<file path="src/hw/rtl/oqrk_pkg.sv">
// Shared constants, codes and types for the ordered queue with keyed removal.
package oqrk_pkg;

   localparam int KEY_BITS         = 16;
   localparam int DEF_QUEUE_DEPTH  = 16;
   localparam int DEF_PAYLOAD_BITS = 32;

   localparam logic REQ_PUSH    = 1'b0;
   localparam logic REQ_EXTRACT = 1'b1;

   typedef enum logic [1:0] {
      STATUS_OK   = 2'd0,
      STATUS_FULL = 2'd1,
      STATUS_MISS = 2'd2
   } status_type;

   typedef enum logic [1:0] {
      ST_IDLE,
      ST_SCAN,
      ST_DONE
   } state_type;

endpackage

</file>
<file path="src/hw/rtl/ordered_queue_remove_by_key.sv">
// Top level of the ordered queue with keyed removal.
//
//   channel  direction  transfer when          carries
//   req      in         req_valid & !req_stall  req_type, req_item_key, req_item_payload
//   rsp      out        rsp_valid & !rsp_stall  rsp_status, rsp_found_key,
//                                               rsp_found_payload, rsp_entry_count
//
// A push, or an extract on an empty queue, goes from ST_IDLE to ST_DONE, where its result
// loads; an extract on a non-empty queue first passes through ST_SCAN, which reads and
// compacts the held entries through the single read port of the record memory, one entry per cycle.
// A new request can be taken in the cycle after the result loads.
// Reset clears the entry count, sequencer and result valid; the memory is not cleared.
// A stalled result holds; one further request is taken and run meanwhile,
// and its result waits until the output register frees.
module ordered_queue_remove_by_key import oqrk_pkg::*; #(
   parameter int QUEUE_DEPTH  = DEF_QUEUE_DEPTH,
   parameter int PAYLOAD_BITS = DEF_PAYLOAD_BITS,
   localparam int CW = $clog2(QUEUE_DEPTH + 1)
) (
   input  logic                    clock,
   input  logic                    reset,
   input  logic                    req_valid,
   output logic                    req_stall,
   input  logic                    req_type,
   input  logic [KEY_BITS-1:0]     req_item_key,
   input  logic [PAYLOAD_BITS-1:0] req_item_payload,
   output logic                    rsp_valid,
   input  logic                    rsp_stall,
   output logic [1:0]              rsp_status,
   output logic [KEY_BITS-1:0]     rsp_found_key,
   output logic [PAYLOAD_BITS-1:0] rsp_found_payload,
   output logic [CW-1:0]           rsp_entry_count
);

   localparam int AW = (QUEUE_DEPTH > 1) ? $clog2(QUEUE_DEPTH) : 1;
   localparam int DW = KEY_BITS + PAYLOAD_BITS;

   logic          mem_wr_en;
   logic [AW-1:0] mem_wr_addr;
   logic [DW-1:0] mem_wr_data;
   logic          mem_rd_en;
   logic [AW-1:0] mem_rd_addr;
   logic [DW-1:0] mem_rd_data;

   oqrk_ctrl #(
      .QUEUE_DEPTH  (QUEUE_DEPTH),
      .PAYLOAD_BITS (PAYLOAD_BITS)
   ) u_ctrl (
      .clock             (clock),
      .reset             (reset),
      .req_valid         (req_valid),
      .req_stall         (req_stall),
      .req_type          (req_type),
      .req_item_key      (req_item_key),
      .req_item_payload  (req_item_payload),
      .rsp_valid         (rsp_valid),
      .rsp_stall         (rsp_stall),
      .rsp_status        (rsp_status),
      .rsp_found_key     (rsp_found_key),
      .rsp_found_payload (rsp_found_payload),
      .rsp_entry_count   (rsp_entry_count),
      .mem_wr_en         (mem_wr_en),
      .mem_wr_addr       (mem_wr_addr),
      .mem_wr_data       (mem_wr_data),
      .mem_rd_en         (mem_rd_en),
      .mem_rd_addr       (mem_rd_addr),
      .mem_rd_data       (mem_rd_data)
   );

   oqrk_mem #(
      .QUEUE_DEPTH (QUEUE_DEPTH),
      .DATA_BITS   (DW)
   ) u_mem (
      .clock   (clock),
      .wr_en   (mem_wr_en),
      .wr_addr (mem_wr_addr),
      .wr_data (mem_wr_data),
      .rd_en   (mem_rd_en),
      .rd_addr (mem_rd_addr),
      .rd_data (mem_rd_data)
   );

endmodule

</file>
<file path="src/hw/rtl/oqrk_mem.sv">
// Record memory: one write port, one read port with registered read data.
module oqrk_mem import oqrk_pkg::*; #(
   parameter int QUEUE_DEPTH = DEF_QUEUE_DEPTH,
   parameter int DATA_BITS   = KEY_BITS + DEF_PAYLOAD_BITS,
   localparam int AW = (QUEUE_DEPTH > 1) ? $clog2(QUEUE_DEPTH) : 1
) (
   input  logic                 clock,
   input  logic                 wr_en,
   input  logic [AW-1:0]        wr_addr,
   input  logic [DATA_BITS-1:0] wr_data,
   input  logic                 rd_en,
   input  logic [AW-1:0]        rd_addr,
   output logic [DATA_BITS-1:0] rd_data
);

   logic [DATA_BITS-1:0] mem_ff [QUEUE_DEPTH];
   logic [DATA_BITS-1:0] rd_data_ff;

   always_ff @(posedge clock) begin
      if (wr_en) begin
         mem_ff[wr_addr] <= wr_data;
      end
   end

   always_ff @(posedge clock) begin
      if (rd_en) begin
         rd_data_ff <= mem_ff[rd_addr];
      end
   end

   assign rd_data = rd_data_ff;

endmodule

</file>
<file path="src/hw/rtl/oqrk_ctrl.sv">
// Request sequencer: push, scan-and-compact extract, and result register.
module oqrk_ctrl import oqrk_pkg::*; #(
   parameter int QUEUE_DEPTH  = DEF_QUEUE_DEPTH,
   parameter int PAYLOAD_BITS = DEF_PAYLOAD_BITS,
   localparam int AW = (QUEUE_DEPTH > 1) ? $clog2(QUEUE_DEPTH) : 1,
   localparam int CW = $clog2(QUEUE_DEPTH + 1),
   localparam int DW = KEY_BITS + PAYLOAD_BITS
) (
   input  logic                    clock,
   input  logic                    reset,
   input  logic                    req_valid,
   output logic                    req_stall,
   input  logic                    req_type,
   input  logic [KEY_BITS-1:0]     req_item_key,
   input  logic [PAYLOAD_BITS-1:0] req_item_payload,
   output logic                    rsp_valid,
   input  logic                    rsp_stall,
   output logic [1:0]              rsp_status,
   output logic [KEY_BITS-1:0]     rsp_found_key,
   output logic [PAYLOAD_BITS-1:0] rsp_found_payload,
   output logic [CW-1:0]           rsp_entry_count,
   output logic                    mem_wr_en,
   output logic [AW-1:0]           mem_wr_addr,
   output logic [DW-1:0]           mem_wr_data,
   output logic                    mem_rd_en,
   output logic [AW-1:0]           mem_rd_addr,
   input  logic [DW-1:0]           mem_rd_data
);

   state_type               state_ff, state_in;
   logic [CW-1:0]           count_ff, count_in;
   logic [CW-1:0]           rd_ff, rd_in;
   logic [CW-1:0]           wr_ff, wr_in;
   logic                    hit_ff, hit_in;
   logic [KEY_BITS-1:0]     key_ff, key_in;
   logic [KEY_BITS-1:0]     fkey_ff, fkey_in;
   logic [PAYLOAD_BITS-1:0] fpay_ff, fpay_in;
   status_type              res_status_ff, res_status_in;
   logic                    rsp_valid_ff, rsp_valid_in;
   status_type              rsp_status_ff, rsp_status_in;
   logic [KEY_BITS-1:0]     rsp_key_ff, rsp_key_in;
   logic [PAYLOAD_BITS-1:0] rsp_pay_ff, rsp_pay_in;
   logic [CW-1:0]           rsp_count_ff, rsp_count_in;

   logic [KEY_BITS-1:0]     rd_key;
   logic [PAYLOAD_BITS-1:0] rd_pay;
   logic                    rsp_free;

   assign rd_key   = mem_rd_data[DW-1 -: KEY_BITS];
   assign rd_pay   = mem_rd_data[PAYLOAD_BITS-1:0];
   assign rsp_free = !rsp_valid_ff || !rsp_stall;

   always_ff @(posedge clock) begin
      if (reset) begin
         state_ff     <= ST_IDLE;
         count_ff     <= '0;
         rsp_valid_ff <= 1'b0;
      end else begin
         state_ff     <= state_in;
         count_ff     <= count_in;
         rsp_valid_ff <= rsp_valid_in;
      end
   end

   always_ff @(posedge clock) begin
      rd_ff         <= rd_in;
      wr_ff         <= wr_in;
      hit_ff        <= hit_in;
      key_ff        <= key_in;
      fkey_ff       <= fkey_in;
      fpay_ff       <= fpay_in;
      res_status_ff <= res_status_in;
      rsp_status_ff <= rsp_status_in;
      rsp_key_ff    <= rsp_key_in;
      rsp_pay_ff    <= rsp_pay_in;
      rsp_count_ff  <= rsp_count_in;
   end

   always_comb begin
      state_in      = state_ff;
      count_in      = count_ff;
      rd_in         = rd_ff;
      wr_in         = wr_ff;
      hit_in        = hit_ff;
      key_in        = key_ff;
      fkey_in       = fkey_ff;
      fpay_in       = fpay_ff;
      res_status_in = res_status_ff;
      rsp_valid_in  = rsp_valid_ff && rsp_stall;
      rsp_status_in = rsp_status_ff;
      rsp_key_in    = rsp_key_ff;
      rsp_pay_in    = rsp_pay_ff;
      rsp_count_in  = rsp_count_ff;
      mem_wr_en     = 1'b0;
      mem_wr_addr   = count_ff[AW-1:0];
      mem_wr_data   = {req_item_key, req_item_payload};
      mem_rd_en     = 1'b0;
      mem_rd_addr   = '0;
      req_stall     = (state_ff != ST_IDLE);

      case (state_ff)
         ST_IDLE: begin
            if (req_valid) begin
               fkey_in = '0;
               fpay_in = '0;
               if (req_type == REQ_PUSH) begin
                  state_in = ST_DONE;
                  if (count_ff != CW'(QUEUE_DEPTH)) begin
                     mem_wr_en     = 1'b1;
                     count_in      = count_ff + CW'(1);
                     res_status_in = STATUS_OK;
                  end else begin
                     res_status_in = STATUS_FULL;
                  end
               end else begin
                  key_in = req_item_key;
                  hit_in = 1'b0;
                  wr_in  = '0;
                  if (count_ff == '0) begin
                     res_status_in = STATUS_MISS;
                     state_in      = ST_DONE;
                  end else begin
                     mem_rd_en = 1'b1;
                     rd_in     = CW'(1);
                     state_in  = ST_SCAN;
                  end
               end
            end
         end
         ST_SCAN: begin
            // writes land at or below the entry whose read data is now on mem_rd_data
            if (rd_key == key_ff) begin
               hit_in  = 1'b1;
               fkey_in = rd_key;
               fpay_in = rd_pay;
            end else begin
               mem_wr_en   = 1'b1;
               mem_wr_addr = wr_ff[AW-1:0];
               mem_wr_data = mem_rd_data;
               wr_in       = wr_ff + CW'(1);
            end
            if (rd_ff != count_ff) begin
               mem_rd_en   = 1'b1;
               mem_rd_addr = rd_ff[AW-1:0];
               rd_in       = rd_ff + CW'(1);
            end else begin
               count_in      = wr_in;
               res_status_in = hit_in ? STATUS_OK : STATUS_MISS;
               state_in      = ST_DONE;
            end
         end
         ST_DONE: begin
            if (rsp_free) begin
               rsp_valid_in  = 1'b1;
               rsp_status_in = res_status_ff;
               rsp_key_in    = fkey_ff;
               rsp_pay_in    = fpay_ff;
               rsp_count_in  = count_ff;
               state_in      = ST_IDLE;
            end
         end
         default: begin
            state_in = ST_IDLE;
         end
      endcase
   end

   assign rsp_valid         = rsp_valid_ff;
   assign rsp_status        = rsp_status_ff;
   assign rsp_found_key     = rsp_key_ff;
   assign rsp_found_payload = rsp_pay_ff;
   assign rsp_entry_count   = rsp_count_ff;

endmodule

</file>
<file path="config.mk">
export PLATFORM = sky130hd
export DESIGN_NAME = ordered_queue_remove_by_key
export DESIGN_NICKNAME = d
export VERILOG_FILES = /design/src/hw/rtl/oqrk_pkg.sv /design/src/hw/rtl/ordered_queue_remove_by_key.sv /design/src/hw/rtl/oqrk_mem.sv /design/src/hw/rtl/oqrk_ctrl.sv
export SDC_FILE = /design/constraint.sdc
export NUM_CORES = 1
export LEC_CHECK = 0
export ABC_AREA = 1
export ABC_CLOCK_PERIOD_IN_PS = 4750
export BUFFER_PORTS_ARGS = -buffer_cell sky130_fd_sc_hd__buf_2
export CAP_MARGIN = 20
export CORE_MARGIN = 1
export CORE_UTILIZATION = 48
export CTS_BUF_LIST = sky130_fd_sc_hd__clkbuf_8 sky130_fd_sc_hd__clkbuf_16
export CTS_CLUSTER_SIZE = 30
export DETAILED_ROUTE_END_ITERATION = 8
export SETUP_SLACK_MARGIN = 0.02
export SLEW_MARGIN = 15
export SYNTH_ARGS = -nofsm -noshare
export SYNTH_HDL_FRONTEND = slang
export SYNTH_HIERARCHICAL = 1
export SYNTH_SLANG_ARGS = --single-unit
</file>
<file path="constraint.sdc">
create_clock -name clock -period 4.75 [get_ports clock]
set_clock_uncertainty 0.05 [all_clocks]
set_input_delay 0.95 -clock clock [delete_from_list [all_inputs] [get_ports clock]]
set_output_delay 0.95 -clock clock [all_outputs]
set_load 0.03 [all_outputs]
</file>
==> metrics.yaml <==
status: "finished clean"
drive_gt1_frac: 0.0997
synth_cell_type_count: 33
crit_chain: "inv_1 > nand2_1 > nand2_1 > nor2_1 > nand3_1 > nand2_2 > nor2_4 > buf_4 > buf_4 > nand3_1 > nand3_1 > nand2_1"
fin_ws_ns: 1.28
port_buffers: 109
endpoint_kind: "flip-flop"
worst_pin_slew_ns: 1.12
dr.pass1.iters: 7
combPwrFrac: 0.188
p_leak_uw: 0.0193
post-route-drc-count: 0
final_common_cell: "nand2_1"
overflow: 0
synthMuxAreaShare: 0
synth_compound_area_frac: 0.0102
routed_wl_mm: 97.0
grt_pass1_vias: 24400
mostFrequentLayoutCells: "nand2_1, edfxtp_1, inv_1"
row_count: 106
vdd_drop_max_mv: 0.306
antenna_found_initial: 1
cts_hold_buffers: 0
post_cts_resized: 0
power.share.switching: 0.292
crit_required_ns: 5.08
critPathMaxStageDelay_ns: 0.76
register_area_um2: 28600
dpl-instance-area_um2: 42400
crit_path_top_delay_cell: "buf_4"
finalNetCount: 3921
synth-xor-area-share: 0.00172
via_per_inst: 5.06
p_seq_frac: 0.480
grt_max_degree: 177
synthSimpleGateAreaFrac: 0.192
grt.total_usage: 0.228
clk_pin_slew_ns: 0.06
area_growth_pct: 12.4
post-route-period-util: 0.730
dr_wl_met2_mm: 45.8
cts_tree: "built"
drv_cap: 0
drtIter0Drc: 2092
wl_met1_mm: 43.5
cp.arrival_ns: 3.80
netSwitchingPower_uw: 6690
syn-cell-area_um2: 40600
finish.instance_area_um2: 45700
wl_per_cell_um: 19.1
wl_met3_mm: 5.56
ys_seq_area_frac: 0.704
coreArea_um2: 83700
multi_input_area_um2: 8510
clk_path_buf_depth: 3
grt_pass1_wl_mm: 148
relSlewSlack: 0.255
ant_nets: 0
routabilityCongestion: 0.807
diodes: 0
synth_fa_ha_area_frac: 0.00123
synth-seq-cells: 956
initial_utilization: 0.486
insertion_delay_ns: 0.65
cts_buffers: 100
hpwlAfterDp_mm: 47.9
synth_nets: 3805
die_h_um: 293
clkSinkCount: 956
netlist_instances: 3748
rsz0062_at_grt: "no"
final_core_util: 0.546
tns_ns: 0
setup_viol: 0
worst_setup_path_start_kind: "flip-flop"
cts-root-buf: "clkbuf_16"
final_hold_viol_count: 0
internal_power_uw: 16200
h-tree-depth: 3
vias: 25700
syn_area_per_cell_um2: 10.8
min_path_type: "reg -> reg"
fillers: 7127
fin_crit_ns: 3.47
power.share.clock: 0.332
fp.dieW_um: 293
pin_count: 110
slew_violations: 0
power.density_nw_per_um2: 501
top_layer: "met4"
path_class: "reg -> reg"
yosys_warnings: 6
dpl_worst_slack_ns: 1.27
postCtsSetupBuffers: 0
path_max_fanout: 51
fmax_mhz: 288
synth_top_family_by_area: "simple AND/OR/NAND/NOR gates"
die-area_um2: 85800
-- cells by family after synthesis --
group	after synthesis
compound gates	74
flops	956
buf+inv	853
simple gates	1853
xor+xnor	8
fa+ha+maj	4
-- worst max-delay path: cells and delay by family, from the launching register on --
kind / cells / cell delay (ns)
buffers and inverters: 3 / 1.53
and+or+nand+nor: 9 / 1.09
DFF: 1 / 0.46
-- power groups by stage --
stage / Combinational [µW] / Clock (µW) / Sequential, µW
2_1_floorplan: 2630 / 0 / 11400
3_3_place_gp: 4270 / 0 / 11100
3_5_place_dp: 4310 / 0 / 11200
4_1_cts: 4330 / 7740 / 11000
5_1_grt: 4770 / 8070 / 11100
6_report: 4310 / 7590 / 11000
-- cells in the mapped netlist (all sizes together) --
library cell / number / area share
nand2: 1153 / 0.11
edfxtp: 948 / 0.70
inv: 677 / 0.063
nand3: 596 / 0.074
buf: 153 / 0.026
nor2: 99 / 0.0095
o21ai: 55 / 0.0077
clkbuf: 23 / 0.0022
a21oi: 16 / 0.0020
dfxtp: 8 / 0.0039
xor2: 6 / 0.0013
ha: 4 / 0.0012
a31oi: 2 / 0.00031
nand4: 2 / 0.00031
xnor2: 2 / 0.00043
nand3b: 1 / 0.00018
nor3: 1 / 0.00012
o21a: 1 / 0.00018
or2: 1 / 0.00015
-- worst paths after layout --
| check | from | end | slack (ns) | cells past startpoint |
|---|---|---|---|---|
| worst max-delay path | u_ctrl/rd_ff[2] | u_mem/rd_data[46] | 1.28 | 12 |
| worst min-delay path | u_ctrl/fpay_ff[21] | u_ctrl/rsp_found_payload[21] | 0.37 | 0 |
| worst max register to register | u_ctrl/rd_ff[2] | u_mem/rd_data[46] | 1.28 | 12 |
| worst min register to register | u_ctrl/fpay_ff[21] | u_ctrl/rsp_found_payload[21] | 0.37 | 0 |
-- state kept, by name, summed over array words and instances (netlist names) --
signal and flops:
u_mem/mem_ff 768, u_mem/rd_data 48, u_ctrl/fpay_ff 32, u_ctrl/rsp_found_payload 32, u_ctrl/fkey_ff 16, u_ctrl/key_ff 16, u_ctrl/rsp_found_key 16, u_ctrl/count_ff 5
u_ctrl/rd_ff 5, u_ctrl/rsp_entry_count 5, u_ctrl/wr_ff 5, u_ctrl/res_status_ff 2, u_ctrl/rsp_status 2, u_ctrl/state_ff 2, u_ctrl/hit_ff 1, u_ctrl/rsp_valid 1
-- cell type report --
| type | instances | share of cell area |
|---|---|---|
| clock buffer | 103 | 0.0562 |
| tap | 1134 | 0.0311 |
| sequential | 956 | 0.627 |
| clock inverter | 86 | 0.0140 |
| inverter | 677 | 0.0561 |
| timing repair buffer | 190 | 0.0296 |
| multi-input combinational | 1939 | 0.186 |
-- metal layers --
layer  global-route usage  vias up
met4               0.0670        0
met2                0.372      742
met1                0.322    12500
met5                    0        -
li1                     -    12400
met3               0.0297      136
-- metrics by stage --
step | hold WS [ns] | cells | power, µW
floorplan | 0.350 | 3748 | 14000
finish | 0.367 | 5085 | 22900
CTS | 0.368 | 5078 | 23100
global route | 0.371 | 5085 | 23900
global placement | 0.350 | 4887 | 15400
detailed placement | 0.355 | 4889 | 15500
(Power assumes the default switching activity.)
